### config.mk
export PLATFORM = sky130hd
export DESIGN_NAME = ride_divider
export DESIGN_NICKNAME = d
export VERILOG_FILES = /design/src/design/ride_pkg.sv /design/src/design/ride_divider.sv
export SDC_FILE = /design/constraint.sdc
export NUM_CORES = 1
export LEC_CHECK = 0
export BUFFER_PORTS_ARGS = -buffer_cell sky130_fd_sc_hd__clkbuf_2
export CAP_MARGIN = 20
export CORE_AREA = 3 3 179 181
export CTS_BUF_LIST = sky130_fd_sc_hd__clkbuf_4 sky130_fd_sc_hd__clkbuf_8
export DETAILED_ROUTE_END_ITERATION = 6
export DIE_AREA = 0 0 182 184
export PLACE_DENSITY = 0.78
export SYNTH_ARGS = -nofsm -noshare
export SYNTH_HDL_FRONTEND = slang
export SYNTH_SLANG_ARGS = --single-unit
export TNS_END_PERCENT = 20
### constraint.sdc
create_clock -name clk -period 9.63 [get_ports clk]
set_input_delay 0.963 -clock clk [delete_from_list [all_inputs] [get_ports clk]]
set_output_delay 0.963 -clock clk [all_outputs]
set_load 0.03 [all_outputs]
### src/design/ride_pkg.sv
// Shared types and constants for the refractive index dispersion core.
// No dependencies; imported by every module of the block.
package ride_pkg;

  typedef enum logic [4:0] {
    S_IDLE, S_SQUARE,
    S_CB_GO, S_CB_WAIT, S_CC_GO, S_CC_WAIT, S_CT_GO, S_CT_WAIT, S_CA_SUM, S_CA_CHECK,
    S_SM_INIT, S_SM_READ, S_SM_TERM, S_SM_TOL, S_SM_POLE, S_SM_MUL2, S_SM_PROD,
    S_SM_GO, S_SM_WAIT, S_SM_ACC, S_SM_CHECK, S_SQ_WAIT, S_FINISH
  } state_t;

  typedef enum logic [2:0] {
    ST_OK       = 3'd0,
    ST_ZERO_WL  = 3'd1,
    ST_DOMAIN   = 3'd2,
    ST_POLE     = 3'd3,
    ST_OVERFLOW = 3'd4,
    ST_NONPOS   = 3'd5
  } status_t;

  localparam logic [2:0] REG_MODEL_KIND = 3'd0;
  localparam logic [2:0] REG_INDEX_A    = 3'd1;
  localparam logic [2:0] REG_CAUCHY_B   = 3'd2;
  localparam logic [2:0] REG_CAUCHY_C   = 3'd3;
  localparam logic [2:0] REG_DOMAIN_MIN = 3'd4;
  localparam logic [2:0] REG_DOMAIN_MAX = 3'd5;
  localparam logic [2:0] REG_TERM_COUNT = 3'd6;

  localparam logic [1:0] KIND_CAUCHY    = 2'd1;
  localparam logic [1:0] KIND_SELLMEIER = 2'd2;

  localparam logic ACT_WRITE = 1'b0;

  localparam logic [63:0] TERM_LIMIT = 64'h0200_0000_0000_0000;
  localparam logic [63:0] ONE_Q28    = 64'h0000_0000_1000_0000;
  localparam logic [63:0] SUM_LIMIT  = 64'h0000_0010_0000_0000;
  localparam logic [63:0] INDEX_MAX  = 64'h0000_0000_FFFF_FFFF;

  typedef struct packed {
    logic        start;
    logic [63:0] num_hi;
    logic [63:0] num_lo;
    logic [63:0] den;
  } div_req_t;

  typedef struct packed {
    logic        done;
    logic        ok;
    logic [63:0] quo;
  } div_rsp_t;

  typedef struct packed {
    logic        start;
    logic [63:0] radicand;
  } sqrt_req_t;

  typedef struct packed {
    logic        done;
    logic [31:0] root;
  } sqrt_rsp_t;

endpackage

### src/design/ride_divider.sv
// Restoring divider of a 128-bit dividend by a 64-bit divisor, one bit per cycle.
// Depends on ride_pkg for the request and response structs.
module ride_divider (
  input  logic               clk,
  input  logic               rst,
  input  ride_pkg::div_req_t req,
  output ride_pkg::div_rsp_t rsp
);
  import ride_pkg::*;

  localparam logic [6:0] DIV_STEPS = 7'd64;

  logic        busy;
  logic        done;
  logic        ok;
  logic [6:0]  count;
  logic [64:0] rem;
  logic [63:0] num;
  logic [63:0] den;
  logic [63:0] quo;
  logic [64:0] shifted;
  logic        take;

  assign shifted = {rem[63:0], num[63]};
  assign take    = shifted >= {1'b0, den};

  always_ff @(posedge clk) begin
    if (rst) begin
      busy <= 1'b0;
      done <= 1'b0;
    end else begin
      done <= 1'b0;
      if (req.start) begin
        if ((req.den == 64'd0) || (req.num_hi >= req.den)) begin
          done <= 1'b1;
          ok   <= 1'b0;
        end else begin
          busy  <= 1'b1;
          count <= DIV_STEPS;
          rem   <= {1'b0, req.num_hi};
          num   <= req.num_lo;
          den   <= req.den;
        end
      end else if (busy) begin
        rem   <= take ? (shifted - {1'b0, den}) : shifted;
        num   <= {num[62:0], 1'b0};
        quo   <= {quo[62:0], take};
        count <= count - 7'd1;
        if (count == 7'd1) begin
          busy <= 1'b0;
          done <= 1'b1;
          ok   <= 1'b1;
        end
      end
    end
  end

  assign rsp.done = done;
  assign rsp.ok   = ok;
  assign rsp.quo  = quo;
endmodule

==> results.py <==
metrics = {
    "setup_path": {
        "critPathTopFamily": "compound AO/OA/AOI/OAI gates",
        "cpMostUsedCell": "o21ai_0",
        "worstSetupStartpointType": "input port",
        "path_cells": "clkbuf_2, inv_1, ha_1, a21o_1, a211o_1, a2111oi_0, o21ai_0, a211oi_1, o31ai_1, a221oi_1, o21ai_0, a21oi_4, buf_4",
        "slowest_delay_ns": 0.80,
        "end_kind": "flip-flop",
        "critPathMaxFanout": 71,
        "worst-setup-path-type": "in2reg",
        "cp_num_buf_inv": 3,
        "crit_slowest_cell": "buf_4",
        "crit_arrival_ns": 4.74,
        "worstPathRequired_ns": 9.80,
        "reg2reg_setup_slack_ns": 5.61,
    },
    "pwr": {
        "power_density_mw_per_mm2": 166.7,
        "ir_drop_mv": 0.1019,
        "p_leak_nw": 7.973,
    },
    "floorplanning": {
        "chipHeight_um": 184,
        "core.rowCount": 64,
        "start_util": 0.5295,
        "ios": 261,
        "die_x_um": 182,
        "core_area_sq_mm": 0.03059,
        "dieArea_sq_mm": 0.03349,
    },
    "sta": {
        "drv_slew": 0,
        "clock-skew-final_ns": 0.03241,
        "fin_tns_setup_ns": 0,
        "slew_headroom": 0.2174,
        "finalSetupViolCount": 0,
        "fmax_mhz": 218.9,
        "rsz0062_at_grt": "false",
        "tightest_slew_ns": 1.163,
        "fin_crit_sh": 0.4745,
        "fin_ws_ns": 5.061,
        "final_hold_viol_count": 0,
        "period_minus_slack_ns": 4.569,
    },
    "final_layout": {
        "ff_latch_area_sq_mm": 0.007968,
        "synthToLayoutAreaGrowth_pct": 15.08,
        "drive_gt1_frac": 0.2403,
        "nets": 2097,
        "multi_input_area_sq_mm": 0.007340,
        "n_fill_cell": 2572,
        "fin_util": 0.6094,
    },
    "detailed_routing": {
        "dr.pass1.iters": 5,
        "routed_via_density": 5.844,
        "ant_nets": 0,
        "vias": 12875,
        "route.detailed.drc": 0,
        "wl_um": 42690,
        "first_iter_violations": 1082,
        "wire_per_inst_um": 19.38,
    },
    "clocking": {
        "cts_resized": 0,
        "numCtsBuffers": 47,
        "post_cts_buffers": 0,
        "clock_sink_count": 266,
        "cts-hold-fix-buffers": 0,
        "worstSkewPairLatency_ns": 0.58,
        "cts-root-buf": "clkbuf_8",
        "cts_buffer_depth": 3,
        "cts_tree": "done",
        "cts_max_level": 2,
        "clk_pin_slew_ns": 0.06,
    },
    "hold_path": {
        "min_path_type": "reg2reg",
    },
    "grt": {
        "use_met3": 0.04017,
        "grt_pass1_vias": 12391,
        "antenna_found_initial": 3,
        "met2_usage": 0.3986,
        "grt_max_degree": 83,
        "overflow": 0,
        "grt_usage": 0.2437,
        "met1_usage": 0.3378,
        "grt_first_pass_wirelength_um": 65630,
        "busiest_layer": "met2",
    },
    "synthesis": {
        "ys_seq_area_frac": 0.4919,
        "syn-cell-area_sq_mm": 0.01620,
        "synth_common_cells": "264 x edfxtp_1, 155 x inv_1, 130 x ha_1",
        "syn_inst": 1526,
        "synth_area_leader_cell": "edfxtp_1",
        "synth_cell_types": 76,
        "synth.most_common_cell": "edfxtp_1",
        "ys_warn_count": 0,
        "synth.area.top_cells": "edfxtp_1 49%, ha_1 10%, mux2_2 4.4%",
        "ys_ff_latch": 266,
        "netlist.area_leader.share": 0.4894,
        "synth_edf_count": 264,
        "synthArstFlopShare": 0,
        "syn_area_per_cell_sq_um": 10.61,
        "synth_nets": 1852,
        "synth_ff_type": "edfxtp_1",
    },
    "flow_run": {
        "cap_violations": 0,
    },
    "placed_design": {
        "gp_congestion": 0.9083,
        "dp_hpwl_um": 31450,
        "place_ws_ns": 4.472,
        "port_buffers": 260,
    },
    "run_status": {
        "outcome": "finished, final reports clean",
    },
}
==> worst reg2reg max path, stage by stage (launching register included) <==
cell and delay [ns]:
edfxtp_1 0.42, ha_1 0.49, nand4_1 0.17, nor4_1 0.78, nand3_1 0.24, nor3_1 0.22
a211oi_1 0.06, o21ai_0 0.15, nor2_4 0.05, inv_2 0.09, buf_4 0.58, o21ai_0 0.20
o21ai_0 0.18, a21oi_1 0.11
==> final cells by class <==
type / instances / share of cell area
Sequential cell: 266 / 0.4274
Multi-Input combinational cell: 1032 / 0.3937
Timing Repair Buffer: 268 / 0.07316
Clock buffer: 63 / 0.04115
Inverter: 156 / 0.03141
Tap cell: 396 / 0.02658
Clock inverter: 21 / 0.006377
Antenna cell: 1 / 0.0001342
==> flip-flops by register name, indices dropped and copies added (netlist names) <==
register and count:
num 64, done 1, count 7, busy 1, den 64, quo 64
rem 64, ok 1
==> worst paths after layout <==
path                               from       to  depth (start not counted)
worst min-delay path            quo[38]  quo[39]                          0
worst max register to register  rem[38]   rem[2]                         13
worst max-delay path            req[13]  rem[52]                         13
worst min register to register  quo[38]  quo[39]                          0
==> cell families (layout without fill, tap and decap cells) <==
kind of cell | count (synthesis) | after routing | synth area share
XOR/XNOR | 55 | 55 | 0.02974
buffers and inverters | 228 | 508 | 0.05708
adder cells (fa/ha/maj) | 131 | 131 | 0.1017
AO/OA/AOI/OAI | 392 | 392 | 0.1569
multiplexers | 68 | 68 | 0.04696
AND/OR/NAND/NOR | 386 | 386 | 0.1158
flip-flops | 266 | 266 | 0.4919
other | 0 | 1 | 0
==> placed cells by master, fill, tap and decap left out, drive strengths merged, types with 60 or more instances in the layout <==
cell type,netlist,layout
clkbuf,39,322
edfxtp,264,264
inv,156,159
ha,130,130
a21oi,127,127
nand2,121,121
nor2,96,96
o21ai,72,72
mux2,64,64
a21o,60,60
==> stage by stage <==
stage	instances	total power, W	hold WS, ns	instance area [sq um]
after floorplan	1526	0.001927	0.4609	16200
after global placement	2118	0.002103	0.4287	17750
after detailed placement	2118	0.002120	0.4352	17750
after CTS	2202	0.003129	0.4353	18640
after global routing	2203	0.003266	0.4501	18640
final	2203	0.003107	0.4437	18640
==> power breakdown <==
part           total [W]  switching (W)  internal [W]
combinational   0.000723       0.000436      0.000287
clock           0.000997       0.000472      0.000524
sequential       0.00139      0.0000257       0.00136
total            0.00311       0.000934       0.00217
==> metal layers <==
metal / routed length (um) / up-vias
met5: 27 / -
met2: 19850 / 499
met1: 18680 / 6158
met4: 1060 / 4
li1: - / 6137
met3: 3061 / 77
(Power assumes the default switching activity.)
