===== src/design/ride_pkg.sv =====
// Shared types and constants for the refractive index dispersion core.
// No dependencies; imported by every module of the block.
package ride_pkg;

  typedef enum logic [4:0] {
    S_IDLE, S_SQUARE,
    S_CB_GO, S_CB_WAIT, S_CC_GO, S_CC_WAIT, S_CT_GO, S_CT_WAIT, S_CA_SUM, S_CA_CHECK,
    S_SM_INIT, S_SM_READ, S_SM_TERM, S_SM_TOL, S_SM_POLE, S_SM_MUL2, S_SM_PROD,
    S_SM_GO, S_SM_WAIT, S_SM_ACC, S_SM_CHECK, S_SQ_WAIT, S_FINISH
  } state_t;

  typedef enum logic [2:0] {
    ST_OK       = 3'd0,
    ST_ZERO_WL  = 3'd1,
    ST_DOMAIN   = 3'd2,
    ST_POLE     = 3'd3,
    ST_OVERFLOW = 3'd4,
    ST_NONPOS   = 3'd5
  } status_t;

  localparam logic [2:0] REG_MODEL_KIND = 3'd0;
  localparam logic [2:0] REG_INDEX_A    = 3'd1;
  localparam logic [2:0] REG_CAUCHY_B   = 3'd2;
  localparam logic [2:0] REG_CAUCHY_C   = 3'd3;
  localparam logic [2:0] REG_DOMAIN_MIN = 3'd4;
  localparam logic [2:0] REG_DOMAIN_MAX = 3'd5;
  localparam logic [2:0] REG_TERM_COUNT = 3'd6;

  localparam logic [1:0] KIND_CAUCHY    = 2'd1;
  localparam logic [1:0] KIND_SELLMEIER = 2'd2;

  localparam logic ACT_WRITE = 1'b0;

  localparam logic [63:0] TERM_LIMIT = 64'h0200_0000_0000_0000;
  localparam logic [63:0] ONE_Q28    = 64'h0000_0000_1000_0000;
  localparam logic [63:0] SUM_LIMIT  = 64'h0000_0010_0000_0000;
  localparam logic [63:0] INDEX_MAX  = 64'h0000_0000_FFFF_FFFF;

  typedef struct packed {
    logic        start;
    logic [63:0] num_hi;
    logic [63:0] num_lo;
    logic [63:0] den;
  } div_req_t;

  typedef struct packed {
    logic        done;
    logic        ok;
    logic [63:0] quo;
  } div_rsp_t;

  typedef struct packed {
    logic        start;
    logic [63:0] radicand;
  } sqrt_req_t;

  typedef struct packed {
    logic        done;
    logic [31:0] root;
  } sqrt_rsp_t;

endpackage


===== src/design/ride_sqrt.sv =====
// Integer square root of a 64-bit radicand, two radicand bits per cycle.
// Depends on ride_pkg for the request and response structs.
module ride_sqrt (
  input  logic                clk,
  input  logic                rst,
  input  ride_pkg::sqrt_req_t req,
  output ride_pkg::sqrt_rsp_t rsp
);
  import ride_pkg::*;

  localparam logic [5:0] SQRT_STEPS = 6'd32;

  logic        busy;
  logic        done;
  logic [5:0]  count;
  logic [63:0] rem;
  logic [63:0] res;
  logic [63:0] bitv;
  logic [63:0] trial;

  assign trial = res + bitv;

  always_ff @(posedge clk) begin
    if (rst) begin
      busy <= 1'b0;
      done <= 1'b0;
    end else begin
      done <= 1'b0;
      if (req.start) begin
        busy  <= 1'b1;
        count <= SQRT_STEPS;
        rem   <= req.radicand;
        res   <= 64'd0;
        bitv  <= 64'h4000_0000_0000_0000;
      end else if (busy) begin
        if (rem >= trial) begin
          rem <= rem - trial;
          res <= (res >> 1) + bitv;
        end else begin
          res <= res >> 1;
        end
        bitv  <= bitv >> 2;
        count <= count - 6'd1;
        if (count == 6'd1) begin
          busy <= 1'b0;
          done <= 1'b1;
        end
      end
    end
  end

  assign rsp.done = done;
  assign rsp.root = res[31:0];
endmodule


===== config.mk =====
export PLATFORM = sky130hd
export DESIGN_NAME = ride_sqrt
export DESIGN_NICKNAME = d
export VERILOG_FILES = /design/src/design/ride_pkg.sv /design/src/design/ride_sqrt.sv
export SDC_FILE = /design/constraint.sdc
export NUM_CORES = 1
export LEC_CHECK = 0
export ABC_AREA = 1
export BUFFER_PORTS_ARGS = -buffer_cell sky130_fd_sc_hd__buf_2
export CAP_MARGIN = 20
export CORE_ASPECT_RATIO = 1.1
export CORE_MARGIN = 1
export CORE_UTILIZATION = 30
export DETAILED_ROUTE_END_ITERATION = 6
export PLACE_DENSITY_LB_ADDON = 0.2
export REMOVE_ABC_BUFFERS = 1
export SLEW_MARGIN = 30
export SYNTH_ARGS = -nofsm -noshare
export SYNTH_HDL_FRONTEND = slang
export SYNTH_SLANG_ARGS = --single-unit

===== constraint.sdc =====
create_clock -name clk -period 10 [get_ports clk]
set_clock_uncertainty 0.05 [all_clocks]
set_input_delay 1 -clock clk [delete_from_list [all_inputs] [get_ports clk]]
set_output_delay 1 -clock clk [all_outputs]
set_load 0.005 [all_outputs]

==> impl_metrics.py, run 1 <==
metrics = {
    "run_status": {
        "run_status": "finished, final reports clean",
    },
    "critical_path": {
        "rr_startpoint": "res[22]",
        "critPathKind": "reg2reg",
        "endpoint_kind": "flop",
        "slowest_stage": "o21ai_0",
        "endpoint": "rem[46]",
        "path_cells": "ha_1 -> nand2_1 -> o21ai_0 -> nand2_1 -> o21ai_0 -> a21oi_1 -> o21ai_0 -> xnor2_1 -> ha_1 -> nand2_1 -> nor2_2 -> nand2_1 -> nor2_2 -> nand4_1 -> nand3_2 -> nand2_2 -> nand2_2 -> o21ai_0 -> inv_2 -> buf_4",
        "crit_family": "compound AO/OA/AOI/OAI gates",
        "worst-r2r-setup-slack_ps": 4200,
        "crit_required_ps": 10120,
        "path_max_fanout": 35,
        "r2r_end": "rem[46]",
        "cp.arrival_ps": 5910,
        "r2r_cells": 20,
        "cp-start-kind": "flop",
        "crit_start": "res[22]",
        "path_depth": 20,
        "critPathMaxStageDelay_ps": 580,
        "critPathBufInv": 2,
    },
    "logic_synthesis": {
        "postSynthAreaPerCell_um2": 5.86,
        "synth_area_leader_cell": "nand2_1",
        "synth_area_mm2": 0.0207,
        "ys_types": 46,
        "synthArstFlopShare_pct": 0,
        "synth_flop_cell": "edfxtp_1",
        "synth-seq-cells": 168,
        "synth-seq-area-share_pct": 24.3,
        "yosysTopAreaCellShare_pct": 25.7,
        "ys_warn_count": 0,
        "syn_inst": 3525,
        "synth-edff-count": 166,
        "ys_top_cells_by_area": "nand2_1, edfxtp_1, inv_1",
    },
    "floorplanning": {
        "die_w_um": 252,
        "io_pins": 100,
        "die_h_um": 277,
        "die_area_mm2": 0.0700,
        "initial_core_util_pct": 30.4,
        "coreArea_mm2": 0.0679,
        "rows": 100,
    },
    "detailed_routing": {
        "via_per_inst": 4.80,
        "ant_nets": 0,
        "routedWlPerCell_um": 17.8,
        "drc_errors": 0,
        "first_iter_violations": 1469,
        "first_pass_iters": 5,
        "num_vias": 21600,
        "wirelength_um": 80300,
    },
    "sta": {
        "slew_headroom_pct": 39.7,
        "slew_viol_final": 0,
        "worst_pin_slew_ps": 905,
        "setup_viol": 0,
        "fmax_mhz": 172,
        "fin_crit_sh_pct": 58.0,
        "timing.hold.ws_ps": 463,
        "fin_crit_ps": 5800,
        "setup_tns_ps": 0,
        "finalHoldViolations": 0,
        "rsz0062_at_grt": "false",
    },
    "clocking": {
        "path_clk_slew_ps": 90,
        "cts_tree": "built",
        "ctsHoldBuffers": 0,
        "h-tree-depth": 4,
        "clock_latency_ps": 530,
        "cts.sinks": 168,
        "cts_buffers": 17,
        "cts_resized": 0,
        "postCtsSetupBuffers": 0,
        "cts_buffer_depth": 2,
        "cts-root-buf": "clkbuf_16",
    },
    "finish": {
        "regArea_mm2": 0.00502,
        "layout_common_cells": "nand2_1, inv_1, nor2_1",
        "diodes": 0,
        "multiInputGateArea_mm2": 0.0130,
        "layout_commonest_cell": "nand2_1",
        "nets": 3776,
        "drive_gt1_share_pct": 5.54,
        "area_growth_pct": 8.98,
        "nFillCells": 7787,
    },
    "power_and_ir_drop": {
        "intPower_mw": 1.90,
        "power.switching_mw": 1.87,
        "irDropWorstVdd_uv": 146,
        "power.density_mw_per_mm2": 167,
        "combPwrFrac_pct": 53.6,
        "p_clk_share_pct": 19.0,
        "sw_frac_of_total_pct": 49.7,
        "pwr-share-seq_pct": 27.4,
        "power_leakage_nw": 11.5,
    },
    "global_route": {
        "grt_max_degree": 65,
        "grt_usage_pct": 23.1,
        "grt_pass1_vias": 20800,
        "grt_pass1_wl_um": 121000,
        "antenna_found_initial": 1,
        "overflow": 0,
    },
    "placement": {
        "dp_hpwl_um": 67300,
        "place.gp.congestion": 0.975,
        "io_buffers": 99,
    },
    "min_path": {
        "worstHoldPathType": "reg2reg",
    },
    "job": {
        "drv_cap": 0,
    },
}
-- cell usage after synthesis, types with 3 or more instances --
master       n
clkbuf_1    25
nor2_1     338
nor2_2      11
o21bai_1    15
o21ai_0    141
nor2_4       3
inv_2        8
buf_6        5
nand2_2     19
and2_1      12
xnor2_1     60
o21ai_1      3
nand2_1   1416
or2_2       11
ha_1       132
a21oi_1    143
xor2_1      44
nand4_1     22
nand3_1    219
o21a_1       7
buf_2        7
nor3_1      36
buf_1        4
nor4_1      10
inv_1      586
buf_4       33
edfxtp_1   166
nand3b_1    25
-- per-layer routing --
metal	vias to the layer above	global-route usage [%]	share of wire, %
met4	2	9.15	3.5
li1	11100	-	-
met5	-	0	0.016
met1	9851	29.7	45
met3	130	2.61	4.4
met2	512	39.1	47
-- area by class of cell --
cell class              instances  share of cell area [%]
clock buffers                  17                    1.89
clock inverters                15                   0.783
inverters                     595                    9.91
multi-input cells            2687                    57.5
flip-flops and latches        168                    22.3
well taps                     918                    5.10
repair buffers                107                    2.48
-- power by group through the flow --
stage | combinational, mW | sequential [mW] | clock [mW]
2_1_floorplan | 1.42 | 0.994 | 0
3_3_place_gp | 2.01 | 1.04 | 0
3_5_place_dp | 2.01 | 1.04 | 0
4_1_cts | 2.02 | 1.03 | 0.740
5_1_grt | 2.28 | 1.04 | 0.755
6_report | 2.02 | 1.03 | 0.717
-- worst register-to-register path, delay by kind of cell, from the launching register on --
family,cells,cell delay [ps]
adder cells (fa/ha/maj),2,840
XOR/XNOR,1,240
buffers and inverters,2,1180
AND/OR/NAND/NOR,10,1210
flip-flops,1,570
AO/OA/AOI/OAI,5,1330
-- metrics by stage --
stage	power (mW)	utilization (%)	instance area, um2	setup slack, ps	instances
after floorplan	2.41	-	20200	1020	3450
after global placement	3.06	32.3	21900	4350	4475
after detailed placement	3.05	32.3	21900	4280	4475
after CTS	3.79	33.2	22500	4250	4507
after global routing	4.08	33.2	22500	3840	4507
final	3.77	33.2	22500	4200	4507
-- worst min-delay path by stage --
stage | start | cells past startpoint | slack [ps] | to
3_5_place_dp | busy | 2 | 450 | done
5_1_grt | busy | 2 | 500 | done
6_report | busy | 2 | 460 | done
4_1_cts | busy | 2 | 460 | done
3_3_place_gp | busy | 2 | 450 | done
2_1_floorplan | busy | 2 | 370 | done
-- registers in the layout, summed over array words and instances, names as in the netlist --
register / flops
bitv: 32
busy: 1
count: 6
done: 1
rem: 64
res: 64
-- kinds of logic after synthesis --
group | after synthesis | synth area share (%)
XOR/XNOR | 104 | 4.41
AND/OR/NAND/NOR | 2131 | 42.0
AO/OA/AOI/OAI | 319 | 8.15
buffers and inverters | 670 | 13.0
flip-flops | 168 | 24.3
adder cells (fa/ha/maj) | 133 | 8.09
Power figures use the tool's default switching activity.
==> inputs of run 2 (changes only) <==
==> constraint.sdc (replaced) <==
create_clock -name clk -period 6.1 [get_ports clk]
set_clock_uncertainty 0.05 [all_clocks]
set_input_delay 0.61 -clock clk [delete_from_list [all_inputs] [get_ports clk]]
set_output_delay 0.61 -clock clk [all_outputs]
set_load 0.005 [all_outputs]
==> run 2 against run 1 <==
Worst setup slack got worse by 3200 ps; non-clock buffer count increased by 4; count of clock-buffer cells in the layout unchanged; largest power group unchanged.
==> impl_metrics.py, run 2 (synthesized netlist as in run 1, its figures left out) <==
metrics = {
    "clocking": {
        "cts_tree": "built",
        "postCtsSetupBuffers": 0,
        "cts-root-buf": "clkbuf_16",
        "h-tree-depth": 4,
        "ctsHoldBuffers": 0,
        "path_clk_slew_ps": 80,
        "cts_buffer_depth": 2,
        "cts_resized": 0,
        "cts_buffers": 17,
        "clock_latency_ps": 520,
        "cts.sinks": 168,
    },
    "detailed_routing": {
        "first_iter_violations": 1319,
        "wirelength_um": 79200,
        "num_vias": 21300,
        "ant_nets": 0,
        "routedWlPerCell_um": 17.5,
        "first_pass_iters": 6,
        "drc_errors": 0,
        "via_per_inst": 4.73,
    },
    "finish": {
        "layout_common_cells": "nand2_1, inv_1, nor2_1",
        "diodes": 0,
        "drive_gt1_share_pct": 5.65,
        "nets": 3780,
        "fin_util_pct": 33.3,
        "layout_commonest_cell": "nand2_1",
        "reg_top3": "rem x64, res x64, bitv x32",
        "area_growth_pct": 9.36,
        "nFillCells": 7758,
        "final_cells": 4511,
        "fin_area_mm2": 0.0226,
    },
    "job": {
        "drv_cap": 0,
    },
    "critical_path": {
        "worst-r2r-setup-slack_ps": 950,
        "path_max_fanout": 25,
        "endpoint_kind": "flop",
        "cp-start-kind": "flop",
        "path_common_cell": "nand2_1",
        "critPathMaxStageDelay_ps": 570,
        "crit_family": "simple AND/OR/NAND/NOR gates",
        "path_cells": "ha_1 -> nand2_1 -> o21ai_1 -> nor2_1 -> nand2_1 -> o21ai_0 -> o21ai_1 -> nand2_1 -> nand2_1 -> xnor2_1 -> ha_1 -> nand2_1 -> nor2_2 -> inv_2 -> nor2_2 -> nand2_1 -> nor3_2 -> nand2_2 -> nand2_2 -> o21ai_0 -> inv_2 -> buf_12",
        "critPathBufInv": 3,
        "crit_required_ps": 6260,
        "slowest_stage": "o21ai_1",
        "critPathKind": "reg2reg",
        "cp.arrival_ps": 5300,
    },
    "power_and_ir_drop": {
        "sw_frac_of_total_pct": 49.5,
        "pwr-share-seq_pct": 27.4,
        "finalPower_mw": 6.18,
        "power.density_mw_per_mm2": 274,
        "irDropWorstVdd_uv": 224,
        "combPwrFrac_pct": 53.7,
        "power_leakage_nw": 11.5,
        "intPower_mw": 3.12,
        "power.switching_mw": 3.06,
        "p_clk_share_pct": 18.9,
    },
    "run_status": {
        "run_status": "finished, final reports clean",
    },
    "sta": {
        "slew_viol_final": 0,
        "fin_crit_sh_pct": 84.4,
        "fmax_mhz": 194,
        "setup_viol": 0,
        "fin_crit_ps": 5150,
        "rsz0062_at_grt": "false",
        "finalHoldViolations": 0,
        "slew_headroom_pct": 42.5,
        "worst_pin_slew_ps": 862,
    },
    "global_route": {
        "grt_pass1_vias": 20900,
        "grt_pass1_wl_um": 119000,
        "grt_max_degree": 67,
        "overflow": 0,
        "grt_usage_pct": 22.7,
        "antenna_found_initial": 0,
    },
    "floorplanning": {
        "die_area_mm2": 0.0700,
        "coreArea_mm2": 0.0679,
        "die_w_um": 252,
        "initial_core_util_pct": 30.4,
        "die_h_um": 277,
        "rows": 100,
        "io_pins": 100,
    },
    "min_path": {
        "worstHoldPathType": "in2reg",
    },
    "placement": {
        "io_buffers": 99,
        "place.gp.congestion": 0.973,
        "dp_cells": 4479,
        "dp_hpwl_um": 66700,
        "placed_area_mm2": 0.0220,
    },
}
## run 2: cell types whose count changed in the layout (fill, tap and decap cells not counted), sizes merged
| cell | previous run | this run |
|---|---|---|
| buf | 107 | 111 |
## run 2: power groups by stage
stage	Sequential (mW)	Clock [mW]	Combinational [mW]
floorplan	1.63	0	2.32
global placement	1.72	0	3.29
detailed placement	1.71	0	3.30
CTS	1.69	1.20	3.31
global route	1.71	1.23	3.75
finish	1.70	1.17	3.32
## run 2: layout make-up
type	count	area [um2]	share of cell area, %
clock buffers	17	425	1.88
clock inverters	15	174	0.769
inverters	595	2230	9.88
multi-input cells	2687	13000	57.3
flip-flops and latches	168	5020	22.2
well taps	918	1150	5.08
repair buffers	111	638	2.82
## run 2: per-stage QoR
step	setup slack, ps	hold slack, ps	TNS, ps
CTS	908	229	0
detailed placement	938	455	0
finish	954	245	0
floorplan	-2490	371	-222840
global route	443	240	0
global placement	913	451	0
## run 2: final timing paths
check           from  endpoint  cells past startpoint
max          res[10]   rem[13]                     22
min              rst      done                      2
max reg2reg  res[10]   rem[13]                     22
min reg2reg     busy      done                      2
## run 2: metal layers
metal,vias to the layer above,global-route usage (%),part of all wire (%)
li1,11100,-,-
met3,116,2.35,3.8
met1,9661,29.5,46
met2,462,38.6,47
met4,0,8.69,3.5
met5,-,0,0
## run 2: worst register-to-register path: cells and delay by family, from the launching register on
kind	cells	cell delay (ps)
AOI/OAI and AO/OA	4	1140
xor gates and xnor gates	1	120
adders and majority gates	2	860
buffers and inverters	3	790
DFF	1	530
and+or+nand+nor	12	1330
